$ cat src/rtl/core/tce_pkg.sv
// ----------------------------------------------------------------------------
// tce_pkg: shared types and constants of the transitive closure engine
// Widths of the row and index fields, controller states and the command and
// status bundles that pass between controller and datapath.
// ----------------------------------------------------------------------------
package tce_pkg;

	// Fixed field widths
	localparam int ROW_W            = 32;
	localparam int IDX_OUT_W        = 5;
	localparam int CFG_W            = 6;
	localparam int ROW_SLOTS        = 32;
	localparam int DEF_MAX_VERTICES = 32;

	// Controller states
	typedef enum logic [2:0] {
		ST_LOAD  = 3'b001,
		ST_CLOSE = 3'b010,
		ST_EMIT  = 3'b100
	} tce_state_t;

	// Controller to datapath
	typedef struct packed {
		logic load;   // accept one adjacency row
		logic step;   // one closure pivot step
		logic emit;   // move one closure row into the output register
	} tce_cmd_t;

	// Datapath to controller
	typedef struct packed {
		logic load_last;  // the row now at the input is the final one
		logic k_last;     // current pivot is the final vertex
		logic emit_last;  // current emit row is the final one
		logic out_free;   // output register can take a new beat
	} tce_stat_t;

endpackage

$ cat src/rtl/core/tce_if.sv
// ----------------------------------------------------------------------------
// tce_if: channel interfaces of the transitive closure engine
// Input rows, output closure rows and the vertex count write channel.
// ----------------------------------------------------------------------------
interface tce_in_if;
	import tce_pkg::*;
	logic             valid;
	logic             ready;
	logic [ROW_W-1:0] row_bits;

	modport source (output valid, output row_bits, input ready);
	modport sink   (input valid, input row_bits, output ready);
endinterface

interface tce_out_if;
	import tce_pkg::*;
	logic                 valid;
	logic                 ready;
	logic [ROW_W-1:0]     closure_row_bits;
	logic [IDX_OUT_W-1:0] row_index;
	logic                 last_row;

	modport source (output valid, output closure_row_bits, output row_index,
		output last_row, input ready);
	modport sink   (input valid, input closure_row_bits, input row_index,
		input last_row, output ready);
endinterface

interface tce_cfg_if;
	import tce_pkg::*;
	logic             valid;
	logic             ready;
	logic [CFG_W-1:0] vertex_count;

	modport source (output valid, output vertex_count, input ready);
	modport sink   (input valid, input vertex_count, output ready);
endinterface

$ cat src/rtl/core/tce_ctrl.sv
// ----------------------------------------------------------------------------
// tce_ctrl: sequencing of load, closure and emit phases
// One-hot state machine that issues datapath commands from its status.
// ----------------------------------------------------------------------------
module tce_ctrl
	import tce_pkg::*;
(
	input  logic      clk,
	input  logic      arst_n,
	input  logic      in_valid,
	output logic      in_ready,
	input  tce_stat_t stat,
	output tce_cmd_t  cmd
);

	tce_state_t state_q, state_d;

	// Commands
	always_comb begin
		in_ready = (state_q == ST_LOAD);
		cmd.load = in_ready && in_valid;
		cmd.step = (state_q == ST_CLOSE);
		cmd.emit = (state_q == ST_EMIT) && stat.out_free;
	end

	// Next state
	always_comb begin
		state_d = state_q;
		unique case (state_q)
			ST_LOAD: begin
				if (cmd.load && stat.load_last) state_d = ST_CLOSE;
			end
			ST_CLOSE: begin
				if (stat.k_last) state_d = ST_EMIT;
			end
			ST_EMIT: begin
				if (cmd.emit && stat.emit_last) state_d = ST_LOAD;
			end
			default: state_d = ST_LOAD;
		endcase
	end

	always_ff @(posedge clk or negedge arst_n) begin
		if (!arst_n) state_q <= ST_LOAD;
		else state_q <= state_d;
	end

	// Final row loaded starts the closure
	a_load_to_close: assert property (@(posedge clk) disable iff (!arst_n)
		(cmd.load && stat.load_last) |=> (state_q == ST_CLOSE))
		else $error("final row did not start closure");

	// Last pivot hands over to emit
	a_close_to_emit: assert property (@(posedge clk) disable iff (!arst_n)
		(state_q == ST_CLOSE && stat.k_last) |=> (state_q == ST_EMIT))
		else $error("closure did not end after last pivot");

	// No row taken while closing or emitting
	a_no_load_busy: assert property (@(posedge clk) disable iff (!arst_n)
		(cmd.step || cmd.emit) |-> !cmd.load)
		else $error("row accepted while busy");

endmodule

$ cat src/rtl/core/tce_dp.sv
// ----------------------------------------------------------------------------
// tce_dp: matrix storage, counters and output register
// Holds the reachability rows, runs one pivot per step over all rows at once
// and stages closure rows for the output channel.
// ----------------------------------------------------------------------------
module tce_dp
	import tce_pkg::*;
#(
	parameter int MAX_VERTICES = DEF_MAX_VERTICES
) (
	input  logic                 clk,
	input  logic                 arst_n,
	input  tce_cmd_t             cmd,
	output tce_stat_t            stat,
	input  logic                 cfg_wr,
	input  logic [CFG_W-1:0]     cfg_vertex_count,
	input  logic [ROW_W-1:0]     in_row_bits,
	input  logic                 out_ready,
	output logic                 out_valid,
	output logic [ROW_W-1:0]     out_row_bits,
	output logic [IDX_OUT_W-1:0] out_row_index,
	output logic                 out_last
);

	localparam int CAP   = (MAX_VERTICES < ROW_SLOTS) ? MAX_VERTICES : ROW_SLOTS;
	localparam int IDX_W = $clog2(CAP);
	localparam int CNT_W = $clog2(CAP + 1);
	localparam logic [CFG_W-1:0] CAP_CFG = CFG_W'(CAP);

	logic [ROW_W-1:0] reach_q [CAP];
	logic [CNT_W-1:0] n_q;
	logic [IDX_W-1:0] load_cnt_q, k_q, emit_q;
	logic [CNT_W-1:0] n_m1;
	logic [ROW_W-1:0] mask, via;
	logic [IDX_W-1:0] rd_addr;
	logic [CFG_W-1:0] clamp_n;

	logic                 out_valid_q, last_q;
	logic [ROW_W-1:0]     row_q;
	logic [IDX_OUT_W-1:0] index_q;

	// Vertex count clamped to 1..CAP
	always_comb begin
		if (cfg_vertex_count == '0) clamp_n = CFG_W'(1);
		else if (cfg_vertex_count > CAP_CFG) clamp_n = CAP_CFG;
		else clamp_n = cfg_vertex_count;
	end

	// Row mask of active columns
	always_comb begin
		for (int j = 0; j < ROW_W; j++) mask[j] = (j < int'(n_q));
	end

	// Single read port: pivot row while closing, emit row otherwise
	assign rd_addr = cmd.step ? k_q : emit_q;
	assign via     = reach_q[rd_addr];
	assign n_m1    = n_q - CNT_W'(1);

	// Status
	always_comb begin
		stat.load_last = (CNT_W'(load_cnt_q) == n_m1);
		stat.k_last    = (CNT_W'(k_q) == n_m1);
		stat.emit_last = (CNT_W'(emit_q) == n_m1);
		stat.out_free  = !out_valid_q || out_ready;
	end

	// Matrix rows: load one, or OR the pivot row into every row that reaches it
	always_ff @(posedge clk) begin
		if (cmd.load) begin
			reach_q[load_cnt_q] <= in_row_bits & mask;
		end else if (cmd.step) begin
			for (int i = 0; i < CAP; i++) begin
				if (reach_q[i][k_q]) reach_q[i] <= reach_q[i] | via;
			end
		end
	end

	// Vertex count and phase counters
	always_ff @(posedge clk or negedge arst_n) begin
		if (!arst_n) begin
			n_q        <= CNT_W'(CAP);
			load_cnt_q <= '0;
			k_q        <= '0;
			emit_q     <= '0;
		end else begin
			if (cfg_wr) begin
				n_q        <= CNT_W'(clamp_n);
				load_cnt_q <= '0;
			end else if (cmd.load) begin
				load_cnt_q <= stat.load_last ? '0 : load_cnt_q + IDX_W'(1);
			end
			if (cmd.load) k_q <= '0;
			else if (cmd.step) k_q <= k_q + IDX_W'(1);
			if (cmd.load) emit_q <= '0;
			else if (cmd.emit) emit_q <= emit_q + IDX_W'(1);
		end
	end

	// Output register valid
	always_ff @(posedge clk or negedge arst_n) begin
		if (!arst_n) out_valid_q <= 1'b0;
		else if (cmd.emit) out_valid_q <= 1'b1;
		else if (out_ready) out_valid_q <= 1'b0;
	end

	// Output register payload
	always_ff @(posedge clk) begin
		if (cmd.emit) begin
			row_q   <= via;
			index_q <= IDX_OUT_W'(emit_q);
			last_q  <= stat.emit_last;
		end
	end

	assign out_valid     = out_valid_q;
	assign out_row_bits  = row_q;
	assign out_row_index = index_q;
	assign out_last      = last_q;

endmodule

$ cat src/rtl/core/transitive_closure_engine_top.sv
// ----------------------------------------------------------------------------
// transitive_closure_engine_top: Warshall transitive closure engine
// Loads an adjacency matrix row by row, closes it and returns closure rows.
// ----------------------------------------------------------------------------
// A matrix of N vertices (N from the vertex_count register, 0 read as 1 and
// values above the row capacity read as that capacity) is sent as N row beats,
// row 0 first, one beat per cycle. After the last row the engine closes the
// matrix, one pivot vertex per cycle with every row updated at once from the
// pivot row, then returns N closure rows at up to one beat per cycle, the
// final one flagged by last_row. Rows are not taken while closing or
// emitting; the next matrix may start loading while the final closure beat
// still waits at the output.
// Column bits at or above N are cleared on input and read as zero on output.
// Writing vertex_count drops any partly loaded matrix; write it only when idle.
module transitive_closure_engine_top
	import tce_pkg::*;
#(
	parameter int MAX_VERTICES = DEF_MAX_VERTICES
) (
	input  logic      clk,
	input  logic      arst_n,
	tce_cfg_if.sink   cfg,
	tce_in_if.sink    rows,
	tce_out_if.source closure
);

	tce_cmd_t  cmd;
	tce_stat_t stat;

	assign cfg.ready = 1'b1;

	tce_ctrl u_ctrl (
		.clk      (clk),
		.arst_n   (arst_n),
		.in_valid (rows.valid),
		.in_ready (rows.ready),
		.stat     (stat),
		.cmd      (cmd)
	);

	tce_dp #(
		.MAX_VERTICES (MAX_VERTICES)
	) u_dp (
		.clk              (clk),
		.arst_n           (arst_n),
		.cmd              (cmd),
		.stat             (stat),
		.cfg_wr           (cfg.valid),
		.cfg_vertex_count (cfg.vertex_count),
		.in_row_bits      (rows.row_bits),
		.out_ready        (closure.ready),
		.out_valid        (closure.valid),
		.out_row_bits     (closure.closure_row_bits),
		.out_row_index    (closure.row_index),
		.out_last         (closure.last_row)
	);

endmodule
$ cat src/flat_wrapper.sv
// flat-port wrapper written by rule: the top's interface ports become plain ports
module transitive_closure_engine_top_flat import tce_pkg::*;
#(
	parameter int MAX_VERTICES = DEF_MAX_VERTICES
)
  (clk, arst_n, cfg_valid, cfg_vertex_count, cfg_ready, rows_valid, rows_row_bits, rows_ready, closure_valid, closure_closure_row_bits, closure_row_index, closure_last_row, closure_ready);
  tce_cfg_if cfg_i ();
  tce_in_if rows_i ();
  tce_out_if closure_i ();
  input  logic clk;
  input  logic arst_n;
  input wire logic [$bits(cfg_i.valid)-1:0] cfg_valid;
  input wire logic [$bits(cfg_i.vertex_count)-1:0] cfg_vertex_count;
  output wire logic [$bits(cfg_i.ready)-1:0] cfg_ready;
  input wire logic [$bits(rows_i.valid)-1:0] rows_valid;
  input wire logic [$bits(rows_i.row_bits)-1:0] rows_row_bits;
  output wire logic [$bits(rows_i.ready)-1:0] rows_ready;
  output wire logic [$bits(closure_i.valid)-1:0] closure_valid;
  output wire logic [$bits(closure_i.closure_row_bits)-1:0] closure_closure_row_bits;
  output wire logic [$bits(closure_i.row_index)-1:0] closure_row_index;
  output wire logic [$bits(closure_i.last_row)-1:0] closure_last_row;
  input wire logic [$bits(closure_i.ready)-1:0] closure_ready;
  assign cfg_i.valid = cfg_valid;
  assign cfg_i.vertex_count = cfg_vertex_count;
  assign cfg_ready = cfg_i.ready;
  assign rows_i.valid = rows_valid;
  assign rows_i.row_bits = rows_row_bits;
  assign rows_ready = rows_i.ready;
  assign closure_valid = closure_i.valid;
  assign closure_closure_row_bits = closure_i.closure_row_bits;
  assign closure_row_index = closure_i.row_index;
  assign closure_last_row = closure_i.last_row;
  assign closure_i.ready = closure_ready;
  transitive_closure_engine_top #(.MAX_VERTICES(MAX_VERTICES)) u_core (.clk(clk), .arst_n(arst_n), .cfg(cfg_i), .rows(rows_i), .closure(closure_i));
endmodule
$ cat config.mk
export PLATFORM = sky130hd
export DESIGN_NAME = transitive_closure_engine_top_flat
export DESIGN_NICKNAME = d
export VERILOG_FILES = /design/src/rtl/core/tce_pkg.sv /design/src/rtl/core/tce_if.sv /design/src/rtl/core/tce_ctrl.sv /design/src/rtl/core/tce_dp.sv /design/src/rtl/core/transitive_closure_engine_top.sv /design/src/flat_wrapper.sv
export SDC_FILE = /design/constraint.sdc
export NUM_CORES = 2
export LEC_CHECK = 0
export ABC_AREA = 1
export BUFFER_PORTS_ARGS = -buffer_cell sky130_fd_sc_hd__buf_2
export CAP_MARGIN = 20
export CORE_MARGIN = 1.5
export CORE_UTILIZATION = 45
export CTS_CLUSTER_SIZE = 28
export DETAILED_ROUTE_END_ITERATION = 10
export PLACE_DENSITY = 0.57
export SYNTH_ARGS = -nofsm -noshare
export SYNTH_HDL_FRONTEND = slang
export SYNTH_SLANG_ARGS = --single-unit
$ cat constraint.sdc
create_clock -name clk -period 6 [get_ports clk]
set_input_delay 0.9 -clock clk [delete_from_list [all_inputs] [get_ports clk]]
set_output_delay 0.9 -clock clk [all_outputs]
set_load 0.005 [all_outputs]
==> impl_metrics.py <==
metrics = {
    "sta": {
        "fmax_ghz": 0.193,
        "min_period_ns": 5.18,
        "slew_violations": 0,
        "tns_ns": 0,
        "clock_skew_ns": 0.0397,
        "holdWs_ns": 0.130,
        "tightest_slew_ns": 1.23,
        "fin_ws_ns": 0.825,
        "rsz0062_at_grt": "no",
        "fin_crit_sh_pct": 86.3,
        "slew-limit-headroom_pct": 17.8,
        "hold_viol_final": 0,
        "setup_viol": 0,
    },
    "routing": {
        "drtPass1Iterations": 7,
        "drt-initial-drc-count": 14500,
        "routed.top_layer": "met5",
        "wire_per_inst_um": 30.3,
        "wl_met1_um": 134000,
        "num_vias": 77500,
        "dr_wl_met2_um": 153000,
        "viasPerCell": 6.33,
        "ant_nets": 0,
        "post-route-drc-count": 0,
        "route.met3.wl_um": 52700,
        "routed_wl_um": 370000,
    },
    "critical_path": {
        "required_ns": 6.53,
        "critPathMostFrequentCell": "nand3_1",
        "cp_top_family": "simple AND/OR/NAND/NOR gates",
        "critPathMaxStageDelay_ns": 0.79,
        "worstPathCellList": "inv_1 -> nand3_4 -> nand2_8 -> nand2_4 -> buf_12 -> buf_4 -> nand2_1 -> nand3_1 -> nand3_1 -> nand3_1 -> nand3_1 -> nand2_2 -> buf_12 -> a21oi_1",
        "start_kind": "flop",
        "cp_max_fo": 67,
        "critical-path-slowest-cell": "nand2_4",
        "cp_num_buf_inv": 4,
        "cp_data_arrival_time_ns": 5.70,
        "crit_type": "flop to flop",
        "r2r_slack_ns": 0.82,
        "crit_path_end_kind": "flop",
    },
    "synth": {
        "yosysSeqAreaShare_pct": 44.0,
        "syn-num-nets": 10400,
        "async_reset_ff_share_pct": 2.30,
        "syn_inst": 10300,
        "synth_cell_types": 36,
        "netlist_area_um2": 73900,
        "ys.flop_type": "edfxtp_1",
        "ys_ff_latch": 1087,
        "yosysWarnings": 0,
        "synth_edf_count": 1062,
        "synth.avg_cell_area_um2": 7.15,
    },
    "cells_and_area": {
        "nNetsFinal": 10000,
        "layout.cells.non_filler": 12200,
        "syn_to_final_growth_pct": 9.42,
        "drive_gt1_share_pct": 6.96,
    },
    "global_routing": {
        "grt_max_degree": 229,
        "grt-ovfl-total": 0,
        "grt_pass1_vias": 70200,
        "antenna_found_initial": 9,
        "grt_pass1_wl_um": 519000,
        "grt.total_usage_pct": 43.0,
    },
    "power_and_ir_drop": {
        "p_sw_share_pct": 32.9,
        "intPower_uw": 14500,
        "clkPwrFrac_pct": 39.6,
        "p_leak_uw": 0.0341,
        "seq_power_share_pct": 40.6,
        "power.density_nw_per_um2": 268,
        "power.switching_uw": 7140,
        "power.total_uw": 21700,
        "combPwrFrac_pct": 19.8,
        "ir_worst_vdd_v": 0.000363,
    },
    "place": {
        "dpl.hpwl_um": 232000,
        "dp_cells": 12000,
        "finalWeightedCongestion": 0.982,
        "pre_cts_slack_ns": 1.18,
        "io_buffers": 82,
    },
    "die": {
        "initial_core_util_pct": 45.3,
        "design.die.area_um2": 167000,
        "core_um2": 163000,
        "die_y_um": 408,
        "pin_count": 84,
        "rows": 148,
        "die_w_um": 408,
    },
    "cts": {
        "root_buffer": "clkbuf_16",
        "hold_buffers": 0,
        "clock_sinks": 1087,
        "clkLatencyLatePin_ns": 0.82,
        "clock_path_buffers": 3,
        "h-tree-depth": 4,
        "cts_buffers": 138,
        "cts_setup_buffers": 0,
        "path_clk_slew_ns": 0.06,
        "tritoncts": "built",
        "post_cts_resized": 0,
    },
    "status": {
        "status": "completed",
    },
    "min_path": {
        "hold_path.class": "input pin to asynchronous set/reset pin",
    },
    "run": {
        "cap_violations": 0,
    },
}
-- kinds of logic after synthesis --
logic type | count (synthesis) | synth area share (%)
xor gates and xnor gates | 9 | 0.107
buffers and inverters | 2044 | 11.4
and+or+nand+nor | 5348 | 31.1
DFF | 1087 | 44.0
AOI/OAI and AO/OA | 1832 | 13.2
adders and majority gates | 9 | 0.152
other | 1 | 0.00508
-- synthesized netlist by cell type, drive strengths merged, types with 2 or more instances --
library cell	count	share of area, %
a21oi	1237	8.4
nand3b	188	1.9
o21ai	358	2.4
xor2	6	0.071
nor3	13	0.088
clkinv	5	0.025
clkbuf	301	1.5
o211ai	222	2.3
edfxtp	1062	43
xnor2	3	0.036
inv	1174	6.0
nor4	2	0.017
and3	2	0.017
nand3	1658	11
dfstp	2	0.071
a211oi	2	0.020
nand2	1712	8.8
o22ai	13	0.11
buf	564	3.8
ha	9	0.15
dfrtp	23	0.78
nor2	1755	8.9
nand4	17	0.15
-- registers in the layout, indices dropped and copies added (netlist names) --
register,cells
u_core.u_ctrl.state_q,3
u_core.u_dp.emit_q,5
u_core.u_dp.k_q,5
u_core.u_dp.load_cnt_q,5
u_core.u_dp.n_q,6
u_core.u_dp.out_last,1
u_core.u_dp.out_row_bits,32
u_core.u_dp.out_row_index,5
u_core.u_dp.out_valid,1
u_core.u_dp.reach_q,1024
-- layer usage --
| metal | vias up | global-route usage [%] |
|---|---|---|
| li1 | 33600 | - |
| met2 | 6171 | 61.1 |
| met4 | 2 | 31.3 |
| met1 | 36500 | 55.7 |
| met5 | - | 0 |
| met3 | 1239 | 12.4 |
-- path summary, 6_finish.rpt --
path,from,end,cells past startpoint
max,u_core.u_ctrl.state_q[0]$_DFFE_PN1P_,u_core.u_dp.reach_q[22][18]$_DFFE_PP_,14
min,arst_n,u_core.u_dp.n_q[3]$_DFFE_PN0P_,1
max reg2reg,u_core.u_ctrl.state_q[0]$_DFFE_PN1P_,u_core.u_dp.reach_q[22][18]$_DFFE_PP_,14
min reg2reg,u_core.u_dp.emit_q[3]$_DFFE_PN0P_,u_core.u_dp.out_row_index[3]$_DFFE_PP_,0
max in group asynchronous,arst_n,u_core.u_dp.k_q[1]$_DFFE_PN0P_,1
min in group clk,cfg_vertex_count[4],u_core.u_dp.n_q[4]$_DFFE_PN0P_,3
-- cell type report --
| class | count | area (um2) |
|---|---|---|
| clock inverters | 73 | 712 |
| well taps | 2175 | 2720 |
| inverters | 1179 | 4440 |
| repair buffers | 354 | 3150 |
| diodes | 6 | 15.0 |
| flip-flops and latches | 1087 | 32500 |
| clock buffers | 169 | 3720 |
| multi-input cells | 7199 | 33500 |
| fillers | 16400 | 82100 |
-- placed cells by master, fill, tap and decap left out, drive strengths merged --
cell type     n
a211oi        2
a21oi      1237
and3          2
buf         354
bufinv       13
clkbuf      169
clkinv       59
clkinvlp      1
conb          1
dfrtp        23
dfstp         2
diode         6
edfxtp     1062
ha            9
inv        1179
nand2      1712
nand3      1658
nand3b      188
nand4        17
nor2       1755
nor3         13
nor4          2
o211ai      222
o21ai       358
o22ai        13
or2           1
xnor2         3
xor2          6
-- power by group through the flow --
stage	combinational [uW]	clock, uW	sequential (uW)
2_1_floorplan	1890	0	8910
3_3_place_gp	3970	0	8940
3_5_place_dp	4030	0	8940
4_1_cts	4040	8560	8780
5_1_grt	4320	8830	8800
6_report	4300	8590	8790
-- through the flow --
stage                     area [um2]  util [%]
after CTS                      80800      49.6
after detailed placement       76400      46.9
after global placement         76200      46.8
after global routing           80800      49.6
after floorplan                73900         -
final                          80800      49.6
(Power assumes the default switching activity.)
